[config.mk]
export PLATFORM = sky130hd
export DESIGN_NAME = biquad_df2_filter_multichannel
export DESIGN_NICKNAME = d
export VERILOG_FILES = /design/src/rtl/core/bqdf2_pkg.sv /design/src/rtl/core/bqdf2_ctrl.sv /design/src/rtl/core/bqdf2_dp.sv /design/src/rtl/core/biquad_df2_filter_multichannel.sv
export SDC_FILE = /design/constraint.sdc
export NUM_CORES = 2
export LEC_CHECK = 0
export BUFFER_PORTS_ARGS = -buffer_cell sky130_fd_sc_hd__buf_4
export CAP_MARGIN = 20
export CORE_MARGIN = 1.5
export CORE_UTILIZATION = 45
export DETAILED_ROUTE_END_ITERATION = 6
export PLACE_DENSITY_LB_ADDON = 0.05
export REMOVE_ABC_BUFFERS = 1
export SLEW_MARGIN = 20
export SYNTH_ARGS = -nofsm -noshare
export SYNTH_HDL_FRONTEND = slang
export SYNTH_SLANG_ARGS = --single-unit
[constraint.sdc]
create_clock -name clk -period 29.1 [get_ports clk]
set_input_delay 2.91 -clock clk [delete_from_list [all_inputs] [get_ports clk]]
set_output_delay 2.91 -clock clk [all_outputs]
set_load 0.01 [all_outputs]
[src/rtl/core/bqdf2_pkg.sv]
// Shared types and constants for the multichannel direct form II biquad.
// Used by the controller, the datapath and the top level; no dependencies.
package bqdf2_pkg;

  // Channel count and index widths
  localparam int CHANNELS   = 8;
  localparam int CH_W       = 3;
  localparam int CH_CMP_W   = 7;
  localparam int CH_IDX_W   = (CHANNELS > 1) ? $clog2(CHANNELS) : 1;

  // Field widths
  localparam int SAMPLE_W   = 24;
  localparam int COEF_W     = 26;
  localparam int STATE_W    = 32;
  localparam int PROD_W     = COEF_W + STATE_W;
  localparam int ACC_W      = PROD_W + 2;
  localparam int FRAC_SHIFT = 22;
  localparam int CFG_IDX_W  = 3;

  // Stream payload widths, padded to whole bytes
  localparam int IN_DATA_W  = 32;
  localparam int OUT_DATA_W = 32;

  // Coefficient register indexes
  localparam logic [CFG_IDX_W-1:0] REG_B0 = 3'd0;
  localparam logic [CFG_IDX_W-1:0] REG_B1 = 3'd1;
  localparam logic [CFG_IDX_W-1:0] REG_B2 = 3'd2;
  localparam logic [CFG_IDX_W-1:0] REG_A1 = 3'd3;
  localparam logic [CFG_IDX_W-1:0] REG_A2 = 3'd4;

  localparam logic [COEF_W-1:0] B0_RESET = 26'd4194304;

  // Multiplier operand pairs
  localparam logic [2:0] MUL_A1_D1 = 3'd0;
  localparam logic [2:0] MUL_A2_D2 = 3'd1;
  localparam logic [2:0] MUL_B1_D1 = 3'd2;
  localparam logic [2:0] MUL_B2_D2 = 3'd3;
  localparam logic [2:0] MUL_B0_W  = 3'd4;

  // Accumulator operations
  localparam logic [1:0] ACC_HOLD = 2'd0;
  localparam logic [1:0] ACC_INIT = 2'd1;
  localparam logic [1:0] ACC_STEP = 2'd2;

  // Commands from controller to datapath
  typedef struct packed {
    logic       load;
    logic [2:0] mul_op;
    logic [1:0] accw_op;
    logic [1:0] accy_op;
    logic       w_load;
    logic       finish;
  } bqdf2_cmd_t;

endpackage

[src/rtl/core/bqdf2_ctrl.sv]
// Sequencer for one biquad item: load, five shared multiplies, result hand-off.
// Depends on bqdf2_pkg for the command struct and operation codes.
module bqdf2_ctrl
  import bqdf2_pkg::*;
(
  input  logic       clk,
  input  logic       rst_n,
  input  logic       in_tvalid,
  output logic       in_tready,
  input  logic       out_tready,
  output logic       out_tvalid,
  output bqdf2_cmd_t cmd
);

  localparam logic [2:0] S_IDLE = 3'd0;
  localparam logic [2:0] S_M0   = 3'd1;
  localparam logic [2:0] S_M1   = 3'd2;
  localparam logic [2:0] S_M2   = 3'd3;
  localparam logic [2:0] S_M3   = 3'd4;
  localparam logic [2:0] S_M4   = 3'd5;
  localparam logic [2:0] S_M5   = 3'd6;
  localparam logic [2:0] S_DONE = 3'd7;

  logic [2:0] state_r, state_nxt;
  logic       out_valid_r, out_valid_nxt;

  assign in_tready  = (state_r == S_IDLE);
  assign out_tvalid = out_valid_r;

  // Decode state into datapath commands and next state
  always_comb begin
    cmd           = '0;
    cmd.mul_op    = MUL_A1_D1;
    cmd.accw_op   = ACC_HOLD;
    cmd.accy_op   = ACC_HOLD;
    state_nxt     = state_r;
    unique case (state_r)
      S_IDLE: begin
        if (in_tvalid) begin
          cmd.load  = 1'b1;
          state_nxt = S_M0;
        end
      end
      S_M0: begin
        cmd.mul_op = MUL_A1_D1;
        state_nxt  = S_M1;
      end
      S_M1: begin
        cmd.mul_op  = MUL_A2_D2;
        cmd.accw_op = ACC_INIT;
        state_nxt   = S_M2;
      end
      S_M2: begin
        cmd.mul_op  = MUL_B1_D1;
        cmd.accw_op = ACC_STEP;
        state_nxt   = S_M3;
      end
      S_M3: begin
        cmd.mul_op  = MUL_B2_D2;
        cmd.w_load  = 1'b1;
        cmd.accy_op = ACC_INIT;
        state_nxt   = S_M4;
      end
      S_M4: begin
        cmd.mul_op  = MUL_B0_W;
        cmd.accy_op = ACC_STEP;
        state_nxt   = S_M5;
      end
      S_M5: begin
        cmd.accy_op = ACC_STEP;
        state_nxt   = S_DONE;
      end
      S_DONE: begin
        // Hold until the output register is free
        if (!out_valid_r || out_tready) begin
          cmd.finish = 1'b1;
          state_nxt  = S_IDLE;
        end
      end
      default: state_nxt = S_IDLE;
    endcase
  end

  // Output valid: set on finish, drop when the transaction completes
  always_comb begin
    priority if (cmd.finish) out_valid_nxt = 1'b1;
    else if (out_tready)     out_valid_nxt = 1'b0;
    else                     out_valid_nxt = out_valid_r;
  end

  always_ff @(posedge clk) begin
    if (!rst_n) begin
      state_r     <= S_IDLE;
      out_valid_r <= 1'b0;
    end else begin
      state_r     <= state_nxt;
      out_valid_r <= out_valid_nxt;
    end
  end

endmodule

[src/rtl/core/bqdf2_dp.sv]
// Datapath: coefficient registers, per-channel delay lines, one shared
// 26x32 multiplier and two accumulators. Depends on bqdf2_pkg.
module bqdf2_dp
  import bqdf2_pkg::*;
(
  input  logic                       clk,
  input  logic                       rst_n,
  input  logic                       cfg_we,
  input  logic [CFG_IDX_W-1:0]       cfg_index,
  input  logic [COEF_W-1:0]          cfg_wdata,
  input  logic signed [SAMPLE_W-1:0] sample_in,
  input  logic [CH_W-1:0]            channel_index,
  input  bqdf2_cmd_t                 cmd,
  output logic signed [SAMPLE_W-1:0] sample_out,
  output logic [CH_W-1:0]            channel_out
);

  localparam logic [CH_CMP_W-1:0] CH_LIMIT = CH_CMP_W'(CHANNELS);

  logic signed [COEF_W-1:0]  b0_r, b1_r, b2_r, a1_r, a2_r;
  logic signed [STATE_W-1:0] d1_arr_r [CHANNELS];
  logic signed [STATE_W-1:0] d2_arr_r [CHANNELS];

  logic signed [SAMPLE_W-1:0] x_r;
  logic [CH_W-1:0]            ch_r;
  logic [CH_IDX_W-1:0]        idx_r;
  logic                       in_range_r;
  logic signed [STATE_W-1:0]  d1_r, d2_r, w_r;
  logic signed [PROD_W-1:0]   prod_r;
  logic signed [ACC_W-1:0]    accw_r, accy_r;
  logic signed [SAMPLE_W-1:0] sample_out_r;
  logic [CH_W-1:0]            channel_out_r;

  logic [CH_CMP_W-1:0]        ch_ext;
  logic                       in_range;
  logic [CH_IDX_W-1:0]        idx;
  logic signed [COEF_W-1:0]   coef_sel;
  logic signed [STATE_W-1:0]  val_sel;
  logic signed [ACC_W-1:0]    prod_ext, x_sh;
  logic signed [STATE_W-1:0]  w_sat;
  logic signed [SAMPLE_W-1:0] y_sat;

  // Channel range check and delay line index
  assign ch_ext   = {{(CH_CMP_W-CH_W){1'b0}}, channel_index};
  assign in_range = (ch_ext < CH_LIMIT);
  assign idx      = ch_ext[CH_IDX_W-1:0];

  // Coefficient registers
  always_ff @(posedge clk) begin
    if (!rst_n) begin
      b0_r <= B0_RESET;
      b1_r <= '0;
      b2_r <= '0;
      a1_r <= '0;
      a2_r <= '0;
    end else if (cfg_we) begin
      unique case (cfg_index)
        REG_B0:  b0_r <= cfg_wdata;
        REG_B1:  b1_r <= cfg_wdata;
        REG_B2:  b2_r <= cfg_wdata;
        REG_A1:  a1_r <= cfg_wdata;
        REG_A2:  a2_r <= cfg_wdata;
        default: ;
      endcase
    end
  end

  // Capture the item and its channel's delay values
  always_ff @(posedge clk) begin
    if (cmd.load) begin
      x_r        <= sample_in;
      ch_r       <= channel_index;
      idx_r      <= idx;
      in_range_r <= in_range;
      d1_r       <= in_range ? d1_arr_r[idx] : '0;
      d2_r       <= in_range ? d2_arr_r[idx] : '0;
    end
  end

  // Multiplier operand select
  always_comb begin
    unique case (cmd.mul_op)
      MUL_A1_D1: begin coef_sel = a1_r; val_sel = d1_r; end
      MUL_A2_D2: begin coef_sel = a2_r; val_sel = d2_r; end
      MUL_B1_D1: begin coef_sel = b1_r; val_sel = d1_r; end
      MUL_B2_D2: begin coef_sel = b2_r; val_sel = d2_r; end
      MUL_B0_W:  begin coef_sel = b0_r; val_sel = w_r;  end
      default:   begin coef_sel = '0;   val_sel = '0;   end
    endcase
  end

  // Shared multiplier, registered
  always_ff @(posedge clk) begin
    prod_r <= coef_sel * val_sel;
  end

  assign prod_ext = {{(ACC_W-PROD_W){prod_r[PROD_W-1]}}, prod_r};
  assign x_sh     = {{(ACC_W-SAMPLE_W-FRAC_SHIFT){x_r[SAMPLE_W-1]}}, x_r, {FRAC_SHIFT{1'b0}}};

  // Accumulate the inner value and the output sums
  always_ff @(posedge clk) begin
    unique case (cmd.accw_op)
      ACC_INIT: accw_r <= x_sh - prod_ext;
      ACC_STEP: accw_r <= accw_r - prod_ext;
      default:  ;
    endcase
    unique case (cmd.accy_op)
      ACC_INIT: accy_r <= prod_ext;
      ACC_STEP: accy_r <= accy_r + prod_ext;
      default:  ;
    endcase
    if (cmd.w_load) begin
      w_r <= w_sat;
    end
  end

  // Drop the fraction bits and clamp: w to 32 bits, y to 24 bits
  always_comb begin
    if ((&accw_r[ACC_W-1:FRAC_SHIFT+STATE_W-1]) || !(|accw_r[ACC_W-1:FRAC_SHIFT+STATE_W-1])) begin
      w_sat = accw_r[FRAC_SHIFT+STATE_W-1:FRAC_SHIFT];
    end else begin
      w_sat = {accw_r[ACC_W-1], {(STATE_W-1){~accw_r[ACC_W-1]}}};
    end
    if ((&accy_r[ACC_W-1:FRAC_SHIFT+SAMPLE_W-1]) ||
        !(|accy_r[ACC_W-1:FRAC_SHIFT+SAMPLE_W-1])) begin
      y_sat = accy_r[FRAC_SHIFT+SAMPLE_W-1:FRAC_SHIFT];
    end else begin
      y_sat = {accy_r[ACC_W-1], {(SAMPLE_W-1){~accy_r[ACC_W-1]}}};
    end
  end

  // Shift the delay line of the channel
  always_ff @(posedge clk) begin
    if (!rst_n) begin
      for (int i = 0; i < CHANNELS; i++) begin
        d1_arr_r[i] <= '0;
        d2_arr_r[i] <= '0;
      end
    end else if (cmd.finish && in_range_r) begin
      d1_arr_r[idx_r] <= w_r;
      d2_arr_r[idx_r] <= d1_r;
    end
  end

  // Output register
  always_ff @(posedge clk) begin
    if (cmd.finish) begin
      sample_out_r  <= in_range_r ? y_sat : '0;
      channel_out_r <= ch_r;
    end
  end

  assign sample_out  = sample_out_r;
  assign channel_out = channel_out_r;

endmodule

[src/rtl/core/biquad_df2_filter_multichannel.sv]
// Top level of the multichannel direct form II biquad filter.
// Instantiates bqdf2_ctrl and bqdf2_dp; depends on bqdf2_pkg.
//
//  channel  direction  payload (low bit up)
//  in_      slave      tdata: sample_in[23:0], channel_index[26:24]
//  out_     master     tdata: sample_out[23:0], channel_out[26:24]
//  cfg_     write      index 0..4 = b0, b1, b2, a1, a2 (Q3.22)
//
// The five products run one after another through a single 26x32 multiplier,
// with a register after it. A new input is accepted only once the previous
// result sits in the output register, so items are processed one at a time.
// Reset (synchronous, active low) loads b0 = 1.0, clears the other
// coefficients and every channel's delay line. An output stall holds the
// finished item in the sequencer until the output register frees.
module biquad_df2_filter_multichannel
  import bqdf2_pkg::*;
(
  input  logic                  clk,
  input  logic                  rst_n,
  input  logic                  in_tvalid,
  output logic                  in_tready,
  input  logic [IN_DATA_W-1:0]  in_tdata,   // sample_in[23:0], channel_index[26:24]
  output logic                  out_tvalid,
  input  logic                  out_tready,
  output logic [OUT_DATA_W-1:0] out_tdata,  // sample_out[23:0], channel_out[26:24]
  input  logic                  cfg_we,
  input  logic [CFG_IDX_W-1:0]  cfg_index,
  input  logic [COEF_W-1:0]     cfg_wdata
);

  bqdf2_cmd_t                 cmd;
  logic signed [SAMPLE_W-1:0] sample_out;
  logic [CH_W-1:0]            channel_out;

  bqdf2_ctrl u_ctrl (
    .clk        (clk),
    .rst_n      (rst_n),
    .in_tvalid  (in_tvalid),
    .in_tready  (in_tready),
    .out_tready (out_tready),
    .out_tvalid (out_tvalid),
    .cmd        (cmd)
  );

  bqdf2_dp u_dp (
    .clk           (clk),
    .rst_n         (rst_n),
    .cfg_we        (cfg_we),
    .cfg_index     (cfg_index),
    .cfg_wdata     (cfg_wdata),
    .sample_in     (in_tdata[SAMPLE_W-1:0]),
    .channel_index (in_tdata[SAMPLE_W+CH_W-1:SAMPLE_W]),
    .cmd           (cmd),
    .sample_out    (sample_out),
    .channel_out   (channel_out)
  );

  // Pack the result, zero fill to the byte boundary
  assign out_tdata = {{(OUT_DATA_W-SAMPLE_W-CH_W){1'b0}}, channel_out, sample_out};

endmodule

==> metrics.txt <==
io pins 100; Routed WL 241600 µm; Worst setup EP type register; Post-synth EDFFs between 700 and 800; cell at the slowest stage of the critical path fa_1; status completed; reg2reg setup slack 17.06 ns; post-CTS sizing 0; Psw approximately 2.9 mW; share of cells above drive strength 1 between 8 and 9%; Non-Filler Instances 9863; routed vias about 54000; final period utilization between 40% and 50%; number of max-cap violations 0; most frequent CP cell fa_1; metal3 WL approximately 15000 µm; Overflow after GRT 0; final hold viol count 0; Critical Path Source u_ctrl.state_r[1]; Hold WC Path Type reg -> reg; RD Place Congestion roughly 0.91; PnR worst setup slack roughly 17 ns; Synth Area in Simple Gates between 10% and 20%; top post-synthesis cells by area edfxtp_1 30%, fa_1 22%, ha_1 5.1%; sw frac 44.39%; required time of the critical path a little under 30 ns; P&R area growth vs syn 8.965%; Worst EP arrival ~13 ns; setup bufs post-CTS 0; Clock Latency Late Sink ~0.8 ns; count of pins over their slew limit 0; first-pass GRT wire length 367900 µm; Die W 419.6 µm; Post-DP HPWL 169500 µm; FFs w/ async S/R, synth 0%; RSZ-0062 raised after global routing false; r2r worst-path depth 37; Pwr Density 77.44 nW/µm²; Initial DRT Pass Iterations 5; Main synth FF type edfxtp_1; core area about 170000 µm²; Clock Sinks slightly below 1000; startpoint type of the worst setup path register; post-synth cell types between 90 and 100; Synth Area in Compound Gates around 9%; largest family of logic cells by synthesized area adder cells; crit path kind reg -> reg; worst rel slew slack between 20% and 30%; root buf cell clkbuf_16; endpoints failing setup 0; Seq/Total Area, Yosys around a third; pin count of the biggest net entering global routing 79; Clock Skews about 0.065 ns; hold buffer count at CTS 0; number of I/O port buffers between 80 and 90; Comb pwr share 50.4%; Yosys reg bits between 900 and 1000; worst setup path endpoint u_dp.prod_r[57]; Longest Clk Path Bufs 3; die area approximately 180000 µm²; M1 WL around 100000 µm; Inst Count DP about 9700; Syn Std Cell Area approximately 78000 µm²; iteration-0 DRC count of the detailed router about 4400; vias per cell approximately 5.5; Mapped Avg Cell Area around 10 µm²; final antenna-violating net count 0; Seq pwr share between 20% and 30%; fmax 83.04 MHz; RR Startpoint u_ctrl.state_r[1]; Total Routing Usage GR between 20 and 30%; RR Endpoint u_dp.prod_r[57]; worst-margin pin slew about 1.2 ns; Cells after Synth about 7500; number of global-route vias before repair roughly 56000; Final Critical Period 12.04 ns; post-synthesis xor/xnor area fraction around 2.5%; Max stage delay on crit path a little over 0.8 ns; Clock Pin Slew Worst Setup and Hold Paths 0.06 ns; DR top layer met5; TritonCTS Buffers roughly 110; met2 wire len ~120000 µm; leakage ~37 nW; # rows about 150; multiplexer share of the synthesized area about 5.4%; initial antenna violation count 4; leading area contributor after synthesis edfxtp_1; CTS tree done; Adder-Cell Fraction of Synth Area 27.07%; top cell type's share of synthesized area 30.07%; Crit Path Max Fanout 32; Synth Warn # 0; Placement Setup Slack 16.96 ns; Initial Util between 40% and 50%; chip height approximately 420 µm; Clk pwr share 21.1%; fin nets 8701; Peak VDD IR ~0.05 mV; H-tree levels 3; Setup TNS 0 ns; drc violations 0; Routed WL per cell 24.49 µm; internal power roughly 3.7 mW
-- flip-flops by register name (all words and copies together), names as in the netlist, 3 cells and up --
register          flops
u_dp.prod_r          58
u_ctrl.state_r        3
u_dp.d1_r            32
u_dp.ch_r             3
u_dp.b1_r            26
u_dp.d2_r            32
u_dp.b2_r            26
u_dp.accy_r          60
u_dp.channel_out      3
u_dp.x_r             24
u_dp.sample_out      24
u_dp.b0_r            26
u_dp.accw_r          60
u_dp.d1_arr_r       256
u_dp.d2_arr_r       256
u_dp.a2_r            26
u_dp.a1_r            26
u_dp.w_r             32
-- layout by cell type (no fill, tap or decap), types with 32 or more instances in the layout --
cell       synthesis  routed
a21o_1           127     127
nand2b_1          35      33
nand2_1         1061    1060
mux4_2           128     128
mux2i_1           63      62
a21oi_1          329     311
nand4_1           32      32
fa_1             856     856
nor2_1           445     436
inv_1           1036    1034
nand3_1           59      59
edfxtp_1         782     782
o21ai_0          217     209
o21bai_1          40      40
dfxtp_1          192     192
buf_4              5     205
ha_1             320     317
clkbuf_16          0     113
xor2_1            73      73
xnor2_1          146     146
mux2_2            64      64
a21boi_0         134     134
and2_1           566     566
-- worst min-delay path by stage --
| stage | from | endpoint | cells after the start |
|---|---|---|---|
| after global routing | u_dp.b0_r[11] | u_dp.b0_r[11] | 2 |
| after CTS | u_dp.a1_r[19] | u_dp.a1_r[19] | 2 |
| final | u_dp.b2_r[25] | u_dp.b2_r[25] | 2 |
| after floorplan | u_dp.b0_r[22] | u_dp.b0_r[22] | 2 |
| after detailed placement | u_dp.a1_r[19] | u_dp.a1_r[19] | 2 |
| after global placement | u_dp.b0_r[23] | u_dp.b0_r[23] | 2 |
-- power by group through the flow --
stage / Sequential (mW) / Combinational, mW / Clock [mW]
2_1_floorplan: 1.83 / 2.17 / 0
3_5_place_dp: 1.90 / 3.29 / 0
5_1_grt: 1.89 / 3.65 / 1.47
6_report: 1.88 / 3.32 / 1.39
4_1_cts: 1.88 / 3.33 / 1.42
3_3_place_gp: 1.90 / 3.29 / 0
-- final cells by class --
class | instances | area [µm²]
clock inverters | 57 | 535.5
multi-input cells | 5128 | 45850
inverters | 1039 | 3900
well taps | 2310 | 2890
diodes | 2 | 5.005
fillers | 15830 | 86820
flip-flops and latches | 974 | 27330
repair buffers | 207 | 1565
clock buffers | 146 | 3027
-- through the flow --
| step | power (mW) | hold slack [ns] | instance area (µm²) | utilization (%) |
|---|---|---|---|---|
| finish | 6.590 | 0.4628 | 85100 | 49.50 |
| global route | 7.011 | 0.4811 | 85100 | 49.50 |
| CTS | 6.622 | 0.4656 | 85100 | 49.50 |
| detailed placement | 5.194 | 0.4576 | 81530 | 47.42 |
| global placement | 5.197 | 0.4507 | 81530 | 47.42 |
| floorplan | 4.002 | 0.4385 | 76620 | - |
-- worst max-delay path: cells and delay by family, from the launching register on --
family	cells	cell delay, ns
AO/OA/AOI/OAI	11	2.21
buffers and inverters	11	2.84
flip-flops	1	0.33
adder cells (fa/ha/maj)	9	4.74
XOR/XNOR	1	0.29
AND/OR/NAND/NOR	5	1.45
-- synthesized netlist by cell type (all sizes together), types with 63 or more instances --
master,number
and2,566
a21o,127
xnor2,146
nor2,445
mux2i,63
nand2,1062
inv,1038
clkbuf,351
mux2,64
o21ai,261
ha,320
dfxtp,192
edfxtp,782
a21boi,136
xor2,73
mux4,128
a21oi,331
fa,856
-- layer usage --
metal  track usage, %  up-vias
li1                 -    24580
met1            37.90    27670
met2            46.69     1610
met3            4.703      350
met4            8.739        2
met5                0        -
-- kinds of logic after synthesis --
logic type	Yosys count
multiplexers	255
AO/OA/AOI/OAI	1125
XOR/XNOR	219
other	1
buffers and inverters	1428
flip-flops	974
adder cells (fa/ha/maj)	1176
AND/OR/NAND/NOR	2348
Note: power is estimated with default switching activity, not from simulation.
